File: src/rtl/swfs_pkg.sv
// shared types, constants and helpers of the sliding window frame sync fifo
// no dependencies; used by every rtl file of the block
package swfs_pkg;

  localparam int unsigned FIFO_DEPTH  = 128;
  localparam int unsigned FRAME_LEN   = 8;
  localparam int unsigned PTR_W       = $clog2(FIFO_DEPTH);
  localparam int unsigned CNT_W       = $clog2(FRAME_LEN);
  localparam int unsigned CMDQ_DEPTH  = 2;
  localparam int unsigned CMDQ_PTR_W  = (CMDQ_DEPTH > 1) ? $clog2(CMDQ_DEPTH) : 1;
  localparam int unsigned CMDQ_CNT_W  = $clog2(CMDQ_DEPTH + 1);
  localparam logic [7:0]  SYNC_BYTE_RST = 8'h1B;

  typedef enum logic {
    KIND_RX    = 1'b0,
    KIND_DRAIN = 1'b1
  } kind_e;

  typedef enum logic [1:0] {
    ST_FRAME    = 2'd0,
    ST_OVERFLOW = 2'd1,
    ST_EMPTY    = 2'd2
  } status_e;

  typedef enum logic {
    OP_STORE = 1'b0,
    OP_DRAIN = 1'b1
  } op_e;

  typedef logic [FRAME_LEN-1:0][7:0] frame_t;

  typedef struct packed {
    op_e    op;
    frame_t frame;
  } cmd_t;

  typedef logic [PTR_W-1:0] ptr_t;

  function automatic ptr_t ptr_inc(input ptr_t p);
    ptr_inc = (p == PTR_W'(FIFO_DEPTH - 1)) ? '0 : p + PTR_W'(1);
  endfunction

endpackage

File: src/rtl/sliding_window_frame_sync_fifo.sv
// Sliding window frame sync with a byte ring fifo, top level.
// Depends on swfs_pkg, swfs_front, swfs_cmd_fifo and swfs_back.
//
// Input stream: tuser = kind (0 received byte, 1 drain one frame), tdata = received byte.
// A received byte shifts an 8-byte window; when the oldest byte equals the sync byte and
// the newest equals the 8-bit sum of the other seven, the frame is queued for storage
// and the window clears. A drain request queues a pop of one whole frame.
// Output stream: tdata = frame byte, tlast = last result of a request,
// tuser = status (0 frame byte, 1 frame dropped on full fifo, 2 no frame waiting).
// Received bytes are taken one per cycle while the two-entry command queue has room.
// The back end runs one command at a time on a single-port-write, single-port-read
// byte memory: a stored frame takes 8 writes, a drain 8 reads (one byte out per cycle
// while the output is not stalled), an overflow or empty report a single result.
// A drain goes via queue, S_READ, stage-two and output registers; reports skip S_READ.
// A stalled receiver holds the output register; the back end keeps at most one more
// result in flight, then waits, and the front end stops once the queue is full.
// Reset clears the window, pointers, queue and output valid; the sync byte resets to 0x1B.
// cfg_we_i writes the sync byte register.
module sliding_window_frame_sync_fifo (
  input  logic       clk_i,
  input  logic       rst_ni,
  input  logic       cfg_we_i,
  input  logic [7:0] cfg_wdata_i,
  input  logic       s_axis_tvalid,
  output logic       s_axis_tready,
  input  logic [7:0] s_axis_tdata,   // [7:0] rx_byte
  input  logic       s_axis_tuser,   // [0] kind
  output logic       m_axis_tvalid,
  input  logic       m_axis_tready,
  output logic [7:0] m_axis_tdata,   // [7:0] out_byte
  output logic       m_axis_tlast,
  output logic [1:0] m_axis_tuser    // [1:0] status
);

  swfs_pkg::cmd_t push_cmd, head_cmd;
  logic           cmd_push, cmd_full, cmd_pop, cmd_valid;

  swfs_front u_front (
    .clk_i       (clk_i),
    .rst_ni      (rst_ni),
    .cfg_we_i    (cfg_we_i),
    .cfg_wdata_i (cfg_wdata_i),
    .in_valid_i  (s_axis_tvalid),
    .in_kind_i   (s_axis_tuser),
    .in_byte_i   (s_axis_tdata),
    .in_ready_o  (s_axis_tready),
    .cmd_full_i  (cmd_full),
    .cmd_push_o  (cmd_push),
    .cmd_o       (push_cmd)
  );

  swfs_cmd_fifo u_cmd_fifo (
    .clk_i   (clk_i),
    .rst_ni  (rst_ni),
    .push_i  (cmd_push),
    .cmd_i   (push_cmd),
    .full_o  (cmd_full),
    .pop_i   (cmd_pop),
    .valid_o (cmd_valid),
    .cmd_o   (head_cmd)
  );

  swfs_back u_back (
    .clk_i        (clk_i),
    .rst_ni       (rst_ni),
    .cmd_valid_i  (cmd_valid),
    .cmd_i        (head_cmd),
    .cmd_pop_o    (cmd_pop),
    .out_valid_o  (m_axis_tvalid),
    .out_ready_i  (m_axis_tready),
    .out_byte_o   (m_axis_tdata),
    .out_last_o   (m_axis_tlast),
    .out_status_o (m_axis_tuser)
  );

endmodule

File: src/rtl/swfs_front.sv
// front end: start byte register, sliding window and frame check
// depends on swfs_pkg; pushes store and drain commands to swfs_cmd_fifo
module swfs_front (
  input  logic             clk_i,
  input  logic             rst_ni,
  input  logic             cfg_we_i,
  input  logic [7:0]       cfg_wdata_i,
  input  logic             in_valid_i,
  input  logic             in_kind_i,
  input  logic [7:0]       in_byte_i,
  output logic             in_ready_o,
  input  logic             cmd_full_i,
  output logic             cmd_push_o,
  output swfs_pkg::cmd_t   cmd_o
);

  logic [7:0]       start_q;
  swfs_pkg::frame_t window_q, window_d;
  swfs_pkg::frame_t shifted;
  logic [7:0]       sum;
  logic             frame_ok;
  logic             accept;

  assign in_ready_o = !cmd_full_i;
  assign accept     = in_valid_i && in_ready_o;

  always_comb begin
    shifted = {in_byte_i, window_q[swfs_pkg::FRAME_LEN-1:1]};
    sum     = '0;
    for (int i = 0; i < swfs_pkg::FRAME_LEN - 1; i++) begin
      sum = sum + shifted[i];
    end
    frame_ok = (shifted[0] == start_q) && (sum == shifted[swfs_pkg::FRAME_LEN-1]);
  end

  always_comb begin
    window_d   = window_q;
    cmd_push_o = 1'b0;
    cmd_o.op   = swfs_pkg::OP_DRAIN;
    cmd_o.frame = shifted;
    if (accept) begin
      if (swfs_pkg::kind_e'(in_kind_i) == swfs_pkg::KIND_DRAIN) begin
        cmd_push_o = 1'b1;
      end else if (frame_ok) begin
        cmd_push_o = 1'b1;
        cmd_o.op   = swfs_pkg::OP_STORE;
        window_d   = '0;
      end else begin
        window_d = shifted;
      end
    end
  end

  always_ff @(posedge clk_i or negedge rst_ni) begin
    if (!rst_ni) begin
      start_q  <= swfs_pkg::SYNC_BYTE_RST;
      window_q <= '0;
    end else begin
      if (cfg_we_i) begin
        start_q <= cfg_wdata_i;
      end
      window_q <= window_d;
    end
  end

endmodule

File: src/rtl/swfs_cmd_fifo.sv
// short command queue between the front and back ends
// depends on swfs_pkg
module swfs_cmd_fifo (
  input  logic           clk_i,
  input  logic           rst_ni,
  input  logic           push_i,
  input  swfs_pkg::cmd_t cmd_i,
  output logic           full_o,
  input  logic           pop_i,
  output logic           valid_o,
  output swfs_pkg::cmd_t cmd_o
);

  swfs_pkg::cmd_t                       entry_q [swfs_pkg::CMDQ_DEPTH];
  logic [swfs_pkg::CMDQ_PTR_W-1:0]      wr_q, wr_d, rd_q, rd_d;
  logic [swfs_pkg::CMDQ_CNT_W-1:0]      cnt_q, cnt_d;

  function automatic logic [swfs_pkg::CMDQ_PTR_W-1:0] qinc(
    input logic [swfs_pkg::CMDQ_PTR_W-1:0] p
  );
    qinc = (p == swfs_pkg::CMDQ_PTR_W'(swfs_pkg::CMDQ_DEPTH - 1)) ?
           '0 : p + swfs_pkg::CMDQ_PTR_W'(1);
  endfunction

  assign full_o  = (cnt_q == swfs_pkg::CMDQ_CNT_W'(swfs_pkg::CMDQ_DEPTH));
  assign valid_o = (cnt_q != '0);
  assign cmd_o   = entry_q[rd_q];

  always_comb begin
    wr_d  = push_i ? qinc(wr_q) : wr_q;
    rd_d  = pop_i  ? qinc(rd_q) : rd_q;
    cnt_d = cnt_q;
    if (push_i && !pop_i) begin
      cnt_d = cnt_q + swfs_pkg::CMDQ_CNT_W'(1);
    end else if (pop_i && !push_i) begin
      cnt_d = cnt_q - swfs_pkg::CMDQ_CNT_W'(1);
    end
  end

  always_ff @(posedge clk_i or negedge rst_ni) begin
    if (!rst_ni) begin
      wr_q  <= '0;
      rd_q  <= '0;
      cnt_q <= '0;
    end else begin
      wr_q  <= wr_d;
      rd_q  <= rd_d;
      cnt_q <= cnt_d;
    end
  end

  always_ff @(posedge clk_i) begin
    if (push_i) begin
      entry_q[wr_q] <= cmd_i;
    end
  end

endmodule

File: src/rtl/swfs_back.sv
// back end: byte ring fifo memory, pointers, store/drain sequencer, output register
// depends on swfs_pkg; takes commands from swfs_cmd_fifo
module swfs_back (
  input  logic           clk_i,
  input  logic           rst_ni,
  input  logic           cmd_valid_i,
  input  swfs_pkg::cmd_t cmd_i,
  output logic           cmd_pop_o,
  output logic           out_valid_o,
  input  logic           out_ready_i,
  output logic [7:0]     out_byte_o,
  output logic           out_last_o,
  output logic [1:0]     out_status_o
);

  typedef enum logic [2:0] {
    S_IDLE  = 3'b001,
    S_WRITE = 3'b010,
    S_READ  = 3'b100
  } state_e;

  state_e                        state_q, state_d;
  swfs_pkg::ptr_t                wptr_q, wptr_d, rptr_q, rptr_d;
  logic [swfs_pkg::CNT_W-1:0]    cnt_q, cnt_d;
  swfs_pkg::frame_t              frame_q, frame_d;
  logic [7:0]                    mem [swfs_pkg::FIFO_DEPTH];
  logic [7:0]                    rdata_q;
  logic                          s2_valid_q, s2_last_q;
  swfs_pkg::status_e             s2_status_q;
  logic                          out_valid_q, out_last_q;
  logic [7:0]                    out_byte_q;
  swfs_pkg::status_e             out_status_q;
  logic                          out_free, issue_ok, issue, iss_last;
  swfs_pkg::status_e             iss_status;
  logic                          wr_en, rd_en, at_last;
  logic [swfs_pkg::PTR_W:0]      used_wide;
  swfs_pkg::ptr_t                used;
  logic                          has_room, has_frame;

  assign out_free = !out_valid_q || out_ready_i;
  assign issue_ok = !s2_valid_q || out_free;
  assign at_last  = (cnt_q == swfs_pkg::CNT_W'(swfs_pkg::FRAME_LEN - 1));

  always_comb begin
    if (wptr_q >= rptr_q) begin
      used_wide = {1'b0, wptr_q} - {1'b0, rptr_q};
    end else begin
      used_wide = {1'b0, wptr_q} + (swfs_pkg::PTR_W + 1)'(swfs_pkg::FIFO_DEPTH)
                  - {1'b0, rptr_q};
    end
    used      = used_wide[swfs_pkg::PTR_W-1:0];
    has_room  = used <= swfs_pkg::PTR_W'(swfs_pkg::FIFO_DEPTH - 1 - swfs_pkg::FRAME_LEN);
    has_frame = used >= swfs_pkg::PTR_W'(swfs_pkg::FRAME_LEN);
  end

  always_comb begin
    state_d    = state_q;
    wptr_d     = wptr_q;
    rptr_d     = rptr_q;
    cnt_d      = cnt_q;
    frame_d    = frame_q;
    cmd_pop_o  = 1'b0;
    issue      = 1'b0;
    iss_last   = 1'b1;
    iss_status = swfs_pkg::ST_FRAME;
    wr_en      = 1'b0;
    rd_en      = 1'b0;
    unique case (state_q)
      S_IDLE: begin
        if (cmd_valid_i) begin
          unique case (cmd_i.op)
            swfs_pkg::OP_STORE: begin
              if (has_room) begin
                cmd_pop_o = 1'b1;
                frame_d   = cmd_i.frame;
                cnt_d     = '0;
                state_d   = S_WRITE;
              end else if (issue_ok) begin
                cmd_pop_o  = 1'b1;
                issue      = 1'b1;
                iss_status = swfs_pkg::ST_OVERFLOW;
              end
            end
            swfs_pkg::OP_DRAIN: begin
              if (has_frame) begin
                cmd_pop_o = 1'b1;
                cnt_d     = '0;
                state_d   = S_READ;
              end else if (issue_ok) begin
                cmd_pop_o  = 1'b1;
                issue      = 1'b1;
                iss_status = swfs_pkg::ST_EMPTY;
              end
            end
            default: ;
          endcase
        end
      end
      S_WRITE: begin
        wr_en   = 1'b1;
        frame_d = {8'h00, frame_q[swfs_pkg::FRAME_LEN-1:1]};
        wptr_d  = swfs_pkg::ptr_inc(wptr_q);
        cnt_d   = cnt_q + swfs_pkg::CNT_W'(1);
        if (at_last) begin
          state_d = S_IDLE;
        end
      end
      S_READ: begin
        if (issue_ok) begin
          rd_en    = 1'b1;
          issue    = 1'b1;
          iss_last = at_last;
          rptr_d   = swfs_pkg::ptr_inc(rptr_q);
          cnt_d    = cnt_q + swfs_pkg::CNT_W'(1);
          if (at_last) begin
            state_d = S_IDLE;
          end
        end
      end
      default: state_d = S_IDLE;
    endcase
  end

  always_ff @(posedge clk_i or negedge rst_ni) begin
    if (!rst_ni) begin
      state_q     <= S_IDLE;
      wptr_q      <= '0;
      rptr_q      <= '0;
      cnt_q       <= '0;
      s2_valid_q  <= 1'b0;
      out_valid_q <= 1'b0;
    end else begin
      state_q <= state_d;
      wptr_q  <= wptr_d;
      rptr_q  <= rptr_d;
      cnt_q   <= cnt_d;
      if (issue) begin
        s2_valid_q <= 1'b1;
      end else if (out_free) begin
        s2_valid_q <= 1'b0;
      end
      if (out_free) begin
        out_valid_q <= s2_valid_q;
      end
    end
  end

  always_ff @(posedge clk_i) begin
    frame_q <= frame_d;
    if (wr_en) begin
      mem[wptr_q] <= frame_q[0];
    end
    if (rd_en) begin
      rdata_q <= mem[rptr_q];
    end
    if (issue) begin
      s2_last_q   <= iss_last;
      s2_status_q <= iss_status;
    end
    if (out_free && s2_valid_q) begin
      out_byte_q   <= (s2_status_q == swfs_pkg::ST_FRAME) ? rdata_q : 8'h00;
      out_last_q   <= s2_last_q;
      out_status_q <= s2_status_q;
    end
  end

  assign out_valid_o  = out_valid_q;
  assign out_byte_o   = out_byte_q;
  assign out_last_o   = out_last_q;
  assign out_status_o = out_status_q;

endmodule

File: config.mk
export PLATFORM = sky130hd
export DESIGN_NAME = sliding_window_frame_sync_fifo
export DESIGN_NICKNAME = d
export VERILOG_FILES = /design/src/rtl/swfs_pkg.sv /design/src/rtl/sliding_window_frame_sync_fifo.sv /design/src/rtl/swfs_front.sv /design/src/rtl/swfs_cmd_fifo.sv /design/src/rtl/swfs_back.sv
export SDC_FILE = /design/constraint.sdc
export NUM_CORES = 2
export LEC_CHECK = 0
export BUFFER_PORTS_ARGS = -buffer_cell sky130_fd_sc_hd__buf_4
export CAP_MARGIN = 20
export CORE_ASPECT_RATIO = 0.7
export CORE_UTILIZATION = 41
export DETAILED_ROUTE_END_ITERATION = 10
export PLACE_DENSITY = 0.57
export SLEW_MARGIN = 25
export SYNTH_ARGS = -nofsm -noshare
export SYNTH_HDL_FRONTEND = slang
export SYNTH_SLANG_ARGS = --single-unit
export TNS_END_PERCENT = 30
File: constraint.sdc
create_clock -name clk_i -period 10.05 [get_ports clk_i]
set_input_delay 2.01 -clock clk_i [delete_from_list [all_inputs] [get_ports clk_i]]
set_output_delay 2.01 -clock clk_i [all_outputs]
set_load 0.1 [all_outputs]
==> impl_metrics.toml <==
[pwr]
intPower_mw = 12.4
p_sw_share_pct = 33.1
irDropWorstVdd_uv = 263
seqPwrFrac_pct = 41.4
power_frac_clock_pct = 24.8
p_leak_nw = 19.0
power.density_mw_per_mm2 = 312
comb_power_share_pct = 33.8
power_switching_mw = 6.10

[worst_hold_path]
hp-start = "u_back.s2_last_q$_SDFFCE_PN1P_"
min_to = "u_back.out_last_o$_DFFE_PP_"
holdPathStages = 0
hold_path_class = "reg -> reg"

[clock_network]
max-clock-path-buffers = 3
cts_inserted_buffers = 120
post_cts_resized = 0
hold_buffers = 0
insertion_delay_ns = 0.74
cts.clk_slew.worst_paths_ns = 0.07
cts-root-buf = "clkbuf_16"
cts_setup_buffers = 0
cts.sinks = 1330
htreeDepth = 3
cts_tree = "built"

[placement]
dpl_worst_slack_ns = 4.45
gp_congestion = 0.826
io_buffers = 34
place_hpwl_microns = 73100

[synth]
yosysSeqAreaShare_pct = 74.7
synth_top_area_share_pct = 70.4
synthesis.instances = 2722
synthFlopType = "edfxtp_1"
yosys-top-cells-area = "edfxtp_1 (70%), mux4_2 (14%), dfrtp_1 (4.0%)"
ys_ff_latch = 1330
syn_nets = 2797
synthesis.area_sq_mm = 0.0529
yosys_warnings = 0
async_flop_share_pct = 6.77
synth_cell_type_count = 58
synth.avg_cell_area_sq_um = 19.4
synth_edf_count = 1240
yosysTopAreaCell = "edfxtp_1"

[status]
status = "complete, no violations"

[worst_setup_path]
timing.rr.end = "u_cmd_fifo.entry_q[1][63]$_DFFE_PP_"
path_max_fanout = 65
endpoint_kind = "register"
r2r_cells = 13
path_class = "reg -> reg"
crit_arrival_ns = 5.92
cp.required_ns = 10.40
r2r_start = "u_front.cmd_o[2]$_DFFE_PN0P_"
start_kind = "register"
reg2reg_slack_ns = 4.48

[timing]
tns_ns = 0
final.setup_skew_ns = 0.0280
finalSetupViolations = 0
hold_viol = 0
slew_viol_final = 0
tightest_slew_ns = 1.03
rsz0062_at_grt = "false"
fmax_mhz = 180
period_minus_slack_ns = 5.57
timing.final.crit_share_pct = 55.4
max_slew_margin_pct = 31.4
layout_setup_ws_ns = 4.48

[die]
die_w_microns = 431
floorplan.initialDensity_pct = 41.6
fp-row-count = 109
die-area_sq_mm = 0.130
die_y_microns = 303
io_pins = 35
coreArea_sq_mm = 0.127

[grt]
antenna_found_initial = 1
grt_pass1_wl_microns = 181000
grt_use_total_pct = 19.0
grt_pass1_vias = 26200
grt_max_degree = 139
grt.overflow.total = 0

[detailed_routing]
firstDrtPassIters = 6
drt-vias-per-instance = 5.60
wl_microns = 122000
wl_per_cell_microns = 26.4
drt_iter0_drc = 2524
postRouteAntennaNets = 0
dr_total_vias = 25800
drc = 0

[final_layout]
drive_above_1_share_pct = 21.4
diodes = 0
area_delta_synth_final_pct = 11.8
fillers = 10600
nNetsFinal = 2853

[run]
drv_cap = 0
## power by group through the flow
stage | Clock [mW] | Sequential (mW) | Combinational, mW
2_1_floorplan | 0 | 7.95 | 4.07
3_3_place_gp | 0 | 7.75 | 6.13
3_5_place_dp | 0 | 7.77 | 6.30
4_1_cts | 4.66 | 7.65 | 6.32
5_1_grt | 4.87 | 7.70 | 6.82
6_report | 4.58 | 7.64 | 6.25
## stage by stage
stage	util [%]	cell area, sq um	power, mW	std cells	hold slack (ns)
finish	46.5	59100	18.5	4604	0.419
global route	46.5	59100	19.4	4604	0.431
CTS	46.5	59100	18.6	4602	0.421
detailed placement	43.4	55200	14.1	4374	0.405
global placement	43.4	55100	13.9	4373	0.403
floorplan	-	52900	12.0	2722	0.400
## Yosys cell counts, drive strengths merged (4+ instances only)
master and n:
nand2 235, o22ai 16, xnor3 4, nand3 19
mux4 318, nand2b 9, edfxtp 1240, o21ai 123
and2 12, or3 6, nand4 11, a21oi 22
clkbuf 85, nor3 9, dfstp 5, inv 51
ha 20, fa 33, a221oi 8, nor2b 8
buf 59, nor2 172, o211ai 4, mux2 9
nand3b 4, a31oi 4, xnor2 28, dfrtp 85
a21o 4, xor2 7, mux2i 82
## area by class of cell
class                      instances  area [sq um]  area share [%]
sequential                      1330         39500            66.8
clock inverter                    82           676            1.14
multi-input combinational       1196         12700            21.5
tap                             1720          2150            3.64
inverter                          52           198           0.334
timing repair buffer              78           669            1.13
clock buffer                     146          3220            5.45
## metal layers
| layer | up-vias | part of all wire, % | GRT usage (%) |
|---|---|---|---|
| met5 | - | 0 | 0 |
| met4 | 0 | 2.3 | 4.56 |
| met3 | 178 | 7.2 | 4.06 |
| met2 | 899 | 45 | 28.5 |
| met1 | 13800 | 45 | 28.4 |
| li1 | 11000 | - | - |
## worst max-delay path: stages (launching register included)
cell and delay [ns]:
dfrtp_1 0.46, fa_1 0.58, inv_1 0.06, fa_1 0.46, fa_1 0.52, inv_1 0.06, fa_1 0.53, fa_1 0.45
xnor2_1 0.18, nand4_1 0.11, nor3_1 0.21, nand3_1 0.16, o31ai_1 0.41, and4_4 0.96
## cell families (layout without fill, tap and decap cells)
kind of cell    Yosys count  count (layout)  share of synthesized area (%)
compound gates          200             200                           2.17
simple gates            493             493                           3.86
buf+inv                 196             358                           1.50
mux                     409             409                           15.3
fa+ha+maj                55              55                           1.76
flops                  1330            1330                           74.7
xor+xnor                 39              39                          0.750
## worst max-delay path by stage
stage | start | endpoint | slack (ns) | cells past startpoint
floorplan | u_back.rptr_q[1]$_DFFE_PN0P_ | u_back.frame_q[0]$_DFFE_PP_ | 3.64 | 12
global placement | u_front.cmd_o[25]$_DFFE_PN0P_ | u_cmd_fifo.entry_q[1][57]$_DFFE_PP_ | 4.49 | 14
detailed placement | u_front.cmd_o[25]$_DFFE_PN0P_ | u_cmd_fifo.entry_q[1][57]$_DFFE_PP_ | 4.45 | 14
CTS | u_front.cmd_o[25]$_DFFE_PN0P_ | u_cmd_fifo.entry_q[1][50]$_DFFE_PP_ | 4.43 | 14
global route | u_front.cmd_o[25]$_DFFE_PN0P_ | u_cmd_fifo.entry_q[1][29]$_DFFE_PP_ | 4.17 | 14
finish | u_front.cmd_o[2]$_DFFE_PN0P_ | u_cmd_fifo.entry_q[1][63]$_DFFE_PP_ | 4.48 | 13
## sequential cells by signal (all words and copies together) (netlist names), 2 cells and up
signal,count
u_front.cmd_o,56
u_cmd_fifo.cnt_q,2
u_back.s2_status_q,2
u_back.frame_q,64
u_back.mem,1024
u_back.rptr_q,7
u_back.rdata_q,8
u_front.start_q,8
u_back.wptr_q,7
u_cmd_fifo.entry_q,130
u_back.out_status_o,2
u_back.cnt_q,3
u_back.state_q,3
u_back.out_byte_o,8
## placed cells by master, fill, tap and decap left out, types with 4 or more instances in the layout
| cell | count |
|---|---|
| a221oi_1 | 8 |
| and2_1 | 11 |
| mux2i_1 | 82 |
| nand3_2 | 4 |
| mux2_2 | 9 |
| ha_1 | 20 |
| clkbuf_16 | 123 |
| nor3_1 | 8 |
| xnor2_1 | 28 |
| fa_1 | 33 |
| xor2_1 | 7 |
| a21o_1 | 4 |
| edfxtp_1 | 1240 |
| clkinvlp_4 | 4 |
| nor2_1 | 165 |
| clkbuf_1 | 17 |
| dfrtp_1 | 81 |
| nand3b_1 | 4 |
| nor2_2 | 5 |
| inv_1 | 49 |
| nand2_1 | 235 |
| o21ai_0 | 121 |
| o211ai_1 | 4 |
| clkbuf_8 | 6 |
| nand2b_1 | 9 |
| bufinv_16 | 10 |
| xnor3_1 | 4 |
| dfstp_2 | 5 |
| nor2b_1 | 8 |
| mux4_2 | 318 |
| buf_6 | 5 |
| o22ai_1 | 16 |
| clkinv_1 | 32 |
| buf_4 | 68 |
| nand4_1 | 11 |
| nand3_1 | 15 |
| a21oi_1 | 22 |
| clkinv_2 | 31 |
(Power assumes the default switching activity.)
